### config.mk
export PLATFORM = sky130hd
export DESIGN_NAME = two_stream_audio_mixer_limiter_top
export DESIGN_NICKNAME = d
export VERILOG_FILES = /design/src/sv/tsaml_pkg.sv /design/src/sv/tsaml_ctrl.sv /design/src/sv/tsaml_dp.sv /design/src/sv/two_stream_audio_mixer_limiter_top.sv
export VERILOG_INCLUDE_DIRS = /design/src /design/src/sv
export SDC_FILE = /design/constraint.sdc
export NUM_CORES = 1
export LEC_CHECK = 0
export ABC_AREA = 1
export BUFFER_PORTS_ARGS = -buffer_cell sky130_fd_sc_hd__clkbuf_2
export CELL_PAD_IN_SITES_DETAIL_PLACEMENT = 1
export CELL_PAD_IN_SITES_GLOBAL_PLACEMENT = 1
export CORE_ASPECT_RATIO = 1.25
export CORE_MARGIN = 3
export CORE_UTILIZATION = 49
export CTS_CLUSTER_DIAMETER = 60
export DETAILED_ROUTE_END_ITERATION = 7
export GPL_TIMING_DRIVEN = 0
export PLACE_DENSITY = 0.86
export SLEW_MARGIN = 40
export SYNTH_ARGS = -nofsm -noshare
export SYNTH_HDL_FRONTEND = slang
export SYNTH_SLANG_ARGS = --single-unit
### constraint.sdc
create_clock -name i_clk -period 9 [get_ports i_clk]
set_input_delay 1.8 -clock i_clk [delete_from_list [all_inputs] [get_ports i_clk]]
set_output_delay 1.8 -clock i_clk [all_outputs]
set_load 0.01 [all_outputs]
### src/sv/two_stream_audio_mixer_limiter_top_macros.svh
`ifndef TWO_STREAM_AUDIO_MIXER_LIMITER_TOP_MACROS_SVH
`define TWO_STREAM_AUDIO_MIXER_LIMITER_TOP_MACROS_SVH

// check a condition at every clock edge out of reset
`define TSAML_ASSERT_ALWAYS(label, cond, msg) \
    label: assert property (@(posedge i_clk) disable iff (!i_rst_n) (cond)) else $error(msg);

// check a consequence in the cycle after a trigger
`define TSAML_ASSERT_NEXT(label, ante, cons, msg) \
    label: assert property (@(posedge i_clk) disable iff (!i_rst_n) (ante) |=> (cons)) \
        else $error(msg);

`endif

### src/sv/tsaml_pkg.sv
package tsaml_pkg;

    localparam int SAMPLE_W  = 16;
    localparam int SUM_W     = 17;
    localparam int GAIN_W    = 17;
    localparam int CODE_W    = 12;
    localparam int DIV_STEPS = 16;
    localparam int CNT_W     = $clog2(DIV_STEPS);
    localparam int RECOV_SHIFT = 5;

    localparam logic [GAIN_W-1:0] GAIN_ONE    = 17'd65536;
    localparam logic [SUM_W-1:0]  MIX_HIGH    = 17'd16383;
    localparam logic [SUM_W-1:0]  MIX_LOW_MAG = 17'd16384;
    localparam logic signed [SUM_W-1:0] SUM_HIGH  = 17'sd16383;
    localparam logic signed [SUM_W-1:0] VALUE_LOW = -17'sd16384;
    localparam logic [CODE_W-1:0] CODE_BASE   = 12'd1024;

    typedef struct packed {
        logic load;
        logic div_hi_start;
        logic div_lo_start;
        logic div_step;
        logic mul;
        logic recov;
        logic emit;
    } t_cmd;

    typedef struct packed {
        logic mode1;
        logic sum_high;
        logic value_low;
        logic div_last;
        logic div_lo;
        logic out_free;
    } t_stat;

endpackage

### src/sv/tsaml_ctrl.sv
module tsaml_ctrl
    import tsaml_pkg::*;
(
    input  logic  i_clk,
    input  logic  i_rst_n,
    input  logic  i_valid,
    output logic  o_ready,
    input  t_stat i_stat,
    output t_cmd  o_cmd
);

    typedef enum logic [6:0] {
        S_IDLE  = 7'b0000001,
        S_CHECK = 7'b0000010,
        S_DIV   = 7'b0000100,
        S_MUL   = 7'b0001000,
        S_LOW   = 7'b0010000,
        S_RECOV = 7'b0100000,
        S_DONE  = 7'b1000000
    } t_state;

    t_state r_state;
    t_state n_state;

    assign o_ready = (r_state == S_IDLE);

    always_comb begin
        n_state = r_state;
        o_cmd   = '0;
        unique case (r_state)
            S_IDLE: begin
                if (i_valid) begin
                    o_cmd.load = 1'b1;
                    n_state    = S_CHECK;
                end
            end
            S_CHECK: begin
                priority if (!i_stat.mode1) begin
                    n_state = S_DONE;
                end else if (i_stat.sum_high) begin
                    o_cmd.div_hi_start = 1'b1;
                    n_state            = S_DIV;
                end else begin
                    n_state = S_MUL;
                end
            end
            S_DIV: begin
                o_cmd.div_step = 1'b1;
                if (i_stat.div_last) begin
                    n_state = i_stat.div_lo ? S_RECOV : S_MUL;
                end
            end
            S_MUL: begin
                o_cmd.mul = 1'b1;
                n_state   = S_LOW;
            end
            S_LOW: begin
                if (i_stat.value_low) begin
                    o_cmd.div_lo_start = 1'b1;
                    n_state            = S_DIV;
                end else begin
                    n_state = S_RECOV;
                end
            end
            S_RECOV: begin
                o_cmd.recov = 1'b1;
                n_state     = S_DONE;
            end
            S_DONE: begin
                if (i_stat.out_free) begin
                    o_cmd.emit = 1'b1;
                    n_state    = S_IDLE;
                end
            end
            default: begin
                n_state = S_IDLE;
            end
        endcase
    end

    always_ff @(posedge i_clk) begin
        if (!i_rst_n) begin
            r_state <= S_IDLE;
        end else begin
            r_state <= n_state;
        end
    end

endmodule

### src/sv/tsaml_dp.sv
`include "two_stream_audio_mixer_limiter_top_macros.svh"

module tsaml_dp
    import tsaml_pkg::*;
(
    input  logic                       i_clk,
    input  logic                       i_rst_n,
    input  t_cmd                       i_cmd,
    output t_stat                      o_stat,
    input  logic                       i_mode,
    input  logic signed [SAMPLE_W-1:0] i_sample_a,
    input  logic signed [SAMPLE_W-1:0] i_sample_b,
    output logic                       o_valid,
    input  logic                       i_ready,
    output logic [CODE_W-1:0]          o_dac_code
);

    logic [GAIN_W-1:0]        r_gain,   n_gain;
    logic                     r_out_valid, n_out_valid;
    logic [CNT_W-1:0]         r_cnt,    n_cnt;
    logic                     r_mode,   n_mode;
    logic                     r_div_lo, n_div_lo;
    logic signed [SUM_W-1:0]  r_sum,    n_sum;
    logic signed [SUM_W-1:0]  r_value,  n_value;
    logic [SUM_W-1:0]         r_rem,    n_rem;
    logic [SUM_W-1:0]         r_div,    n_div;
    logic [DIV_STEPS-1:0]     r_quo,    n_quo;
    logic [CODE_W-1:0]        r_code,   n_code;
    logic [CODE_W-1:0]        r_out,    n_out;

    logic [SUM_W:0]           rem_sh;
    logic [SUM_W:0]           rem_sub;
    logic                     rem_ge;
    logic [DIV_STEPS-1:0]     quo_next;
    logic                     sum_neg;
    logic [SUM_W:0]           sum_negx;
    logic [SUM_W-1:0]         sum_mag;
    logic [SUM_W+GAIN_W-1:0]  prod;
    logic [SUM_W-1:0]         prod_q;
    logic [SUM_W:0]           value_negx;
    logic [GAIN_W-1:0]        gain_gap;
    logic [SUM_W-1:0]         value_off;

    assign rem_sh   = {r_rem, 1'b0};
    assign rem_ge   = rem_sh >= {1'b0, r_div};
    assign rem_sub  = rem_sh - {1'b0, r_div};
    assign quo_next = {r_quo[DIV_STEPS-2:0], rem_ge};

    assign sum_neg    = r_sum[SUM_W-1];
    assign sum_negx   = -{r_sum[SUM_W-1], r_sum};
    assign sum_mag    = sum_neg ? sum_negx[SUM_W-1:0] : r_sum;
    assign prod       = (SUM_W+GAIN_W)'(sum_mag) * (SUM_W+GAIN_W)'(r_gain);
    assign prod_q     = prod[SUM_W+15:16];
    assign value_negx = -{r_value[SUM_W-1], r_value};
    assign gain_gap   = GAIN_ONE - r_gain;
    assign value_off  = r_value + $signed(MIX_LOW_MAG);

    assign o_stat.mode1     = r_mode;
    assign o_stat.sum_high  = r_sum > SUM_HIGH;
    assign o_stat.value_low = r_value < VALUE_LOW;
    assign o_stat.div_last  = (r_cnt == CNT_W'(DIV_STEPS - 1));
    assign o_stat.div_lo    = r_div_lo;
    assign o_stat.out_free  = !r_out_valid || i_ready;

    assign o_valid    = r_out_valid;
    assign o_dac_code = r_out;

    always_comb begin
        n_gain      = r_gain;
        n_out_valid = r_out_valid;
        n_cnt       = r_cnt;
        n_mode      = r_mode;
        n_div_lo    = r_div_lo;
        n_sum       = r_sum;
        n_value     = r_value;
        n_rem       = r_rem;
        n_div       = r_div;
        n_quo       = r_quo;
        n_code      = r_code;
        n_out       = r_out;

        if (i_cmd.load) begin
            n_mode = i_mode;
            n_sum  = {i_sample_a[SAMPLE_W-1], i_sample_a}
                   + {i_sample_b[SAMPLE_W-1], i_sample_b};
            n_code = {~i_sample_a[SAMPLE_W-1], i_sample_a[SAMPLE_W-2:4]};
        end

        if (i_cmd.div_hi_start) begin
            n_rem    = MIX_HIGH;
            n_div    = r_sum;
            n_cnt    = '0;
            n_div_lo = 1'b0;
        end

        if (i_cmd.div_lo_start) begin
            n_rem    = MIX_LOW_MAG;
            n_div    = value_negx[SUM_W-1:0];
            n_cnt    = '0;
            n_div_lo = 1'b1;
        end

        if (i_cmd.div_step) begin
            n_rem = rem_ge ? rem_sub[SUM_W-1:0] : rem_sh[SUM_W-1:0];
            n_quo = quo_next;
            n_cnt = r_cnt + 1'b1;
            if (o_stat.div_last) begin
                n_gain = {1'b0, quo_next};
                if (r_div_lo) begin
                    n_value = VALUE_LOW;
                end else begin
                    n_sum = SUM_HIGH;
                end
            end
        end

        if (i_cmd.mul) begin
            n_value = sum_neg ? (~prod_q + 1'b1) : prod_q;
        end

        if (i_cmd.recov) begin
            if (r_gain < GAIN_ONE) begin
                n_gain = r_gain + (gain_gap >> RECOV_SHIFT);
            end
            n_code = {1'b0, value_off[14:4]} + CODE_BASE;
        end

        if (i_cmd.emit) begin
            n_out       = r_code;
            n_out_valid = 1'b1;
        end else if (i_ready) begin
            n_out_valid = 1'b0;
        end
    end

    always_ff @(posedge i_clk) begin
        if (!i_rst_n) begin
            r_gain      <= GAIN_ONE;
            r_out_valid <= 1'b0;
        end else begin
            r_gain      <= n_gain;
            r_out_valid <= n_out_valid;
        end
    end

    always_ff @(posedge i_clk) begin
        r_cnt    <= n_cnt;
        r_mode   <= n_mode;
        r_div_lo <= n_div_lo;
        r_sum    <= n_sum;
        r_value  <= n_value;
        r_rem    <= n_rem;
        r_div    <= n_div;
        r_quo    <= n_quo;
        r_code   <= n_code;
        r_out    <= n_out;
    end

    `TSAML_ASSERT_ALWAYS(a_gain_range, (r_gain != '0) && (r_gain <= GAIN_ONE), "limiter gain out of range")
    `TSAML_ASSERT_NEXT(a_emit_valid, i_cmd.emit, r_out_valid && (r_out == $past(r_code)), "emitted word not presented")
    `TSAML_ASSERT_NEXT(a_mix_code, i_cmd.recov, (r_code >= 12'd1024) && (r_code <= 12'd3071), "mixed code outside window")

endmodule

### src/sv/two_stream_audio_mixer_limiter_top.sv
// Two-stream audio mixer with limiter, one 12-bit DAC code per input word.
// Input channel: i_valid / o_ready carry i_mode, i_sample_a, i_sample_b.
// Output channel: o_valid / i_ready carry o_dac_code.
// Mode 0 offsets i_sample_a to unsigned and keeps its top 12 bits.
// Mode 1 sums both samples through a limiter whose Q1.16 gain drops on
// overload and recovers by 1/32 of the gap per mixed word.
// Controller steps from the accepting edge to the edge that raises o_valid:
//   mode 0: check, done
//   mode 1 without a gain update: check, multiply, low test, recover, done
//   mode 1 with a gain update: the same plus one pass of a restoring divider,
//   one quotient bit per cycle
// One word is in flight at a time. The next word is accepted in the cycle
// after the result is loaded into the output register, so it overlaps a
// result still waiting to be taken.
// A stalled receiver holds the output register; a finished word then waits
// until that register frees up, and o_ready stays low meanwhile.
// Reset clears the output valid, returns the controller to idle and sets
// the limiter gain to 1.0.
module two_stream_audio_mixer_limiter_top
    import tsaml_pkg::*;
(
    input  logic                       i_clk,
    input  logic                       i_rst_n,
    input  logic                       i_valid,
    output logic                       o_ready,
    input  logic                       i_mode,
    input  logic signed [SAMPLE_W-1:0] i_sample_a,
    input  logic signed [SAMPLE_W-1:0] i_sample_b,
    output logic                       o_valid,
    input  logic                       i_ready,
    output logic [CODE_W-1:0]          o_dac_code
);

    t_cmd  cmd;
    t_stat stat;

    tsaml_ctrl u_ctrl (
        .i_clk   (i_clk),
        .i_rst_n (i_rst_n),
        .i_valid (i_valid),
        .o_ready (o_ready),
        .i_stat  (stat),
        .o_cmd   (cmd)
    );

    tsaml_dp u_dp (
        .i_clk      (i_clk),
        .i_rst_n    (i_rst_n),
        .i_cmd      (cmd),
        .o_stat     (stat),
        .i_mode     (i_mode),
        .i_sample_a (i_sample_a),
        .i_sample_b (i_sample_b),
        .o_valid    (o_valid),
        .i_ready    (i_ready),
        .o_dac_code (o_dac_code)
    );

endmodule
Yosys cells after proc, flatten, opt, wreduce, memory -nomap -nowiden:

Cells that the tools add are included.

* bitwise logic cells: 2
* magnitude comparators: 4
* multipliers: 1
* reductions and logical operators: 11
* $add $sub $neg: 10
* muxes and demuxes: 47
* equal/unequal tests: 11

Operators by type and width (count)
* $mux 17: 20
* $pmux 7 s7: 1
* $neg 17->17: 2
* $mul 17x17->33: 1
* $mux 7: 4
* $mux 12: 2
* $ge 18x17->1: 1
* $add 16x16->17: 1
* $add 17x1->17 const B: 1
* $add 17x12->17: 1
* $gt 17x15->1 const B: 1
* $lt 17x15->1 const B: 1
* $lt 17x17->1 const B: 1
* $not 17->17: 1
* $sub 17x17->17: 1
* $sub 17x17->17 const A: 1
* $mux 4: 4
* $add 15x15->15 const B: 1
* $mux 1: 14
* $add 11x11->12 const B: 1
* $mux 6: 2
* $reduce_bool 2->1: 6
* $eq 7x1->1 const B: 1
* $eq 7x2->1 const B: 1
* other kinds (13): 16

* bits of input ports: 37
* word-level logic and storage cells: 99
* bits in registers: 138

Longest topological paths before layout:

* depth after elaboration: 7
* depth in mapped cells: 43
* mapped depth without buffers: 42

By module:

A second synthesis with hierarchy kept.

* cells, all modules: 2450
* area, all modules: 18622.9 sq um

Modules (own cells, without submodules)
* tsaml_dp: sequential area each 3573.4 sq um, instances 1, cells each 2355, area each 18074.8 sq um
* tsaml_ctrl: sequential area each 140.1 sq um, instances 1, cells each 95, area each 548.0 sq um

Worst setup path after synthesis:

OpenSTA, ideal clock, no wires.

* path type: register to register
* from: reg u_dp.r_sum[0]
* to: reg u_dp.r_value[13] (data pin)
* required time: 8.745 ns
* setup time: 0.255 ns
* arrival: 6.821 ns
* setup slack: 1.924 ns
* cell stages (with the launch flop): 37
* cell sequence: dfxtp_1 -> clkbuf_1 -> inv_1 -> ha_1 -> inv_1 -> nor3_1 -> nor2_1 -> a21oi_1 -> or2_2 -> nand2_1 -> clkbuf_1 -> nand2_1 -> fa_1 -> inv_1 -> fa_1 -> fa_1 -> fa_1 -> fa_1 -> inv_1 -> fa_1 -> inv_1 -> ha_1 -> nand2_1 -> inv_1 -> nand2_1 -> nor3_1 -> nand4_1 -> nand3_1 -> nand2_1 -> nand2_1 -> nand2_1 -> nand2_1 -> nand3_1 -> nor2_1 -> nand3_1 -> nand2_1 -> nor2_1

* word-level cells in the longest chain between the ends: 7

RTL lines
* start, declared: RTL line tsaml_dp.sv:23 `logic signed [SUM_W-1:0] r_sum, n_sum;`
* start signal, assigned: RTL line tsaml_dp.sv:150 `r_sum <= n_sum;`
* $neg 17->17: RTL line tsaml_dp.sv:50 `assign sum_negx = -{r_sum[SUM_W-1], r_sum};`
* $mux 17 (*): RTL line tsaml_dp.sv:51 `assign sum_mag = sum_neg ? sum_negx[SUM_W-1:0] : r_sum;`
* $mul 17x17->33 (*): RTL line tsaml_dp.sv:52 `assign prod = (SUM_W+GAIN_W)'(sum_mag) * (SUM_W+GAIN_W)'(r_gain);`
* $not 17->17: RTL line tsaml_dp.sv:118 `n_value = sum_neg ? (~prod_q + 1'b1) : prod_q;`
* $add 17x1->17: RTL line tsaml_dp.sv:118
* $mux 17 (*): RTL line tsaml_dp.sv:118
* $mux 17 (*): RTL line tsaml_dp.sv:117 `if (i_cmd.mul) begin`
* end signal, assigned: RTL line tsaml_dp.sv:151 `r_value <= n_value;`
* end, declared: RTL line tsaml_dp.sv:24 `logic signed [SUM_W-1:0] r_value, n_value;`

Mark *: on every way between the ends. The rest lies on a longest branch, timed or not.
A chain may end at the register's enable or synchronous reset.

Final worst setup path:

* from: reg u_dp.r_sum[0]
* to: reg u_dp.r_value[12] (data pin)

The elaborated chain is that of the path after synthesis.

==> reports/qor.yml <==
status: "finished clean"
fin_skew_ps: 11.9
critPathArrivalTime_ps: 8670
slew_headroom_pct: 41.9
grt_pass1_wl_um: 105000
netSwitchingPower_uw: 1930
vias: 17509
nets: 2974
cp_num_buf_inv: 10
ant_nets: 0
yosysWarnings: 0
grt_busiest_layer: "met2"
htreeDepth: 4
slowest_stage: "fa_1"
synth_enable_flop_cells: 95
ys_types: 57
insertion_delay_ps: 440
dp_cells: 3024
grt_use_total_pct: 33.2
layout_common_cells: "nand2_1, inv_1, nor2_1"
drc_errors: 0
clk_pin_slew_ps: 60
combPwrFrac_pct: 57.6
portBuffers: 50
ys.flop_type: "edfxtp_1"
avgSynthCellArea_um2: 7.53
antenna_cells: 0
start_util_pct: 50.0
dieArea_um2: 40600
p_per_area_nw_per_um2: 183
p_clk_share_pct: 20.5
crit_family: "adder cells"
core_um2: 37500
die_width_um: 181
final_common_cell: "nand2_1"
cp_data_required_time_ps: 9200
max_stage_delay_ps: 600
drv_cap: 0
max_freq_ghz: 0.118
wl_per_cell_um: 21.9
grt_pass1_vias: 19275
cts_tree: "built"
drtIter0Drc: 1189
power_frac_seq_pct: 21.9
fin_util_pct: 54.3
worst-setup-path-type: "flop to flop"
finalNonFillerCells: 3060
vdd_ir_drop_max_v: 0.000181
gr-usage-met1_pct: 37.8
holdCritPathClass: "flop to flop"
drive_gt1_share_pct: 5.67
antenna_found_initial: 0
synthArstFlopShare_pct: 0
grt_max_degree: 25
setup.worst_path.start_class: "flop"
fp-row-count: 79
dr.pass1.iters: 6
ys_seq_elements: 138
dp_slack_ps: -321
setup_slack_ps: 521
grt_overflow: 0
grt_setup_unrepaired: "false"
setup_viol: 0
vias_per_cell: 5.72
path_max_fanout: 9
routed_wl_um: 66900
cp_common_cell: "nand2_1"
finalPower_uw: 3710
dp_hpwl_um: 54900
die-height_um: 225
ios: 51
met3_usage_pct: 4.63
p_int_uw: 1790
synthesis.area_um2: 18700
finalMaxSlewViolations: 0
numClockSinks: 138
power_switching_share_pct: 51.9
worst_hold_slack_ps: 420
ys_seq_area_share_pct: 19.8
area_delta_synth_final_pct: 8.70
report.final.hold_viol_count: 0
fin_crit_sh_pct: 94.2
syn_inst: 2486
cts_buffers: 17
power_leakage_uw: 0.0102
hold_buffers: 0
use_met2_pct: 60.4
synth_nets: 2899
clock_path_buffers: 2
gp_congestion: 0.958
end_kind: "flop"
layout_min_cycle_time_ps: 8480
cts-root-buf: "clkbuf_16"
tightest_slew_ps: 871
cells by family after synthesis:
logic type      share of synthesized area [%]
compound gates                           8.65
xor+xnor                                 1.97
fa+ha+maj                                34.1
buf+inv                                  12.0
flops                                    19.8
simple gates                             23.5
path summary, 6_finish.rpt:
kind	start	end	cells after the start	slack, ps
hold / removal	u_dp.r_code[1]	u_dp.o_dac_code[1]	0	420
setup / recovery	u_dp.r_sum[0]	u_dp.r_value[12]	39	520
setup reg to reg	u_dp.r_sum[0]	u_dp.r_value[12]	39	520
hold reg to reg	u_dp.r_code[1]	u_dp.o_dac_code[1]	0	420
stage by stage:
| step | setup TNS, ps | area, um2 |
|---|---|---|
| final | 0 | 20300 |
| after global routing | 0 | 20300 |
| after CTS | 0 | 20300 |
| after detailed placement | -1210 | 19600 |
| after global placement | -179 | 19600 |
| after floorplan | 0 | 18700 |
Yosys cell counts (all sizes together) (5+ instances only):
library cell,n,share of area (%)
ha,152,10
clkbuf,49,0.98
dfxtp,43,4.6
o21ai,112,3.0
clkinv,14,0.31
or2,5,0.17
o21a,5,0.20
nor2,289,6.1
nand4,23,0.85
fa,224,24
nand2,578,12
inv,516,10
a21oi,107,2.9
edfxtp,95,15
a31oi,9,0.30
o211ai,20,0.80
nand3,103,2.8
nor3,30,0.83
xor2,30,1.4
nor4,16,0.57
xnor2,12,0.56
nand3b,7,0.28
o221ai,7,0.33
buf,10,0.33
a21o,6,0.24
cell type report:
type	instances	area (um2)
flip-flops and latches	138	3710
inverters	530	2010
fillers	4794	17100
plain buffers	59	258
multi-input cells	1759	12800
repair buffers	56	303
clock buffers	19	433
clock inverters	13	194
well taps	486	608
state kept, by name, summed over array words and instances (netlist names), 4 cells and up:
| signal | flops |
|---|---|
| u_dp.r_code | 12 |
| u_dp.r_sum | 17 |
| u_dp.o_dac_code | 12 |
| u_dp.r_quo | 15 |
| u_dp.r_gain | 17 |
| u_dp.r_div | 17 |
| u_ctrl.r_state | 7 |
| u_dp.r_rem | 17 |
| u_dp.r_cnt | 4 |
| u_dp.r_value | 17 |
power groups by stage:
stage	clock, uW	combinational [uW]	sequential [uW]
finish	761	2140	815
global route	790	2300	819
CTS	762	2040	810
detailed placement	0	2010	823
global placement	0	1940	817
floorplan	0	1250	797
per-layer routing:
| metal | part of all wire [%] | up-vias |
|---|---|---|
| li1 | - | 7906 |
| met1 | 37 | 8796 |
| met2 | 52 | 582 |
| met3 | 5.3 | 225 |
| met4 | 6.2 | 0 |
| met5 | 0 | - |
repair_timing:
item | in CTS | in global routing
buffers inserted | 0 | 4
endpoints found under the setup margin | 10 | 14
gates resized for setup | 7 | 21
pin swaps | 0 | 2
Note: power is estimated with default switching activity, not from simulation.
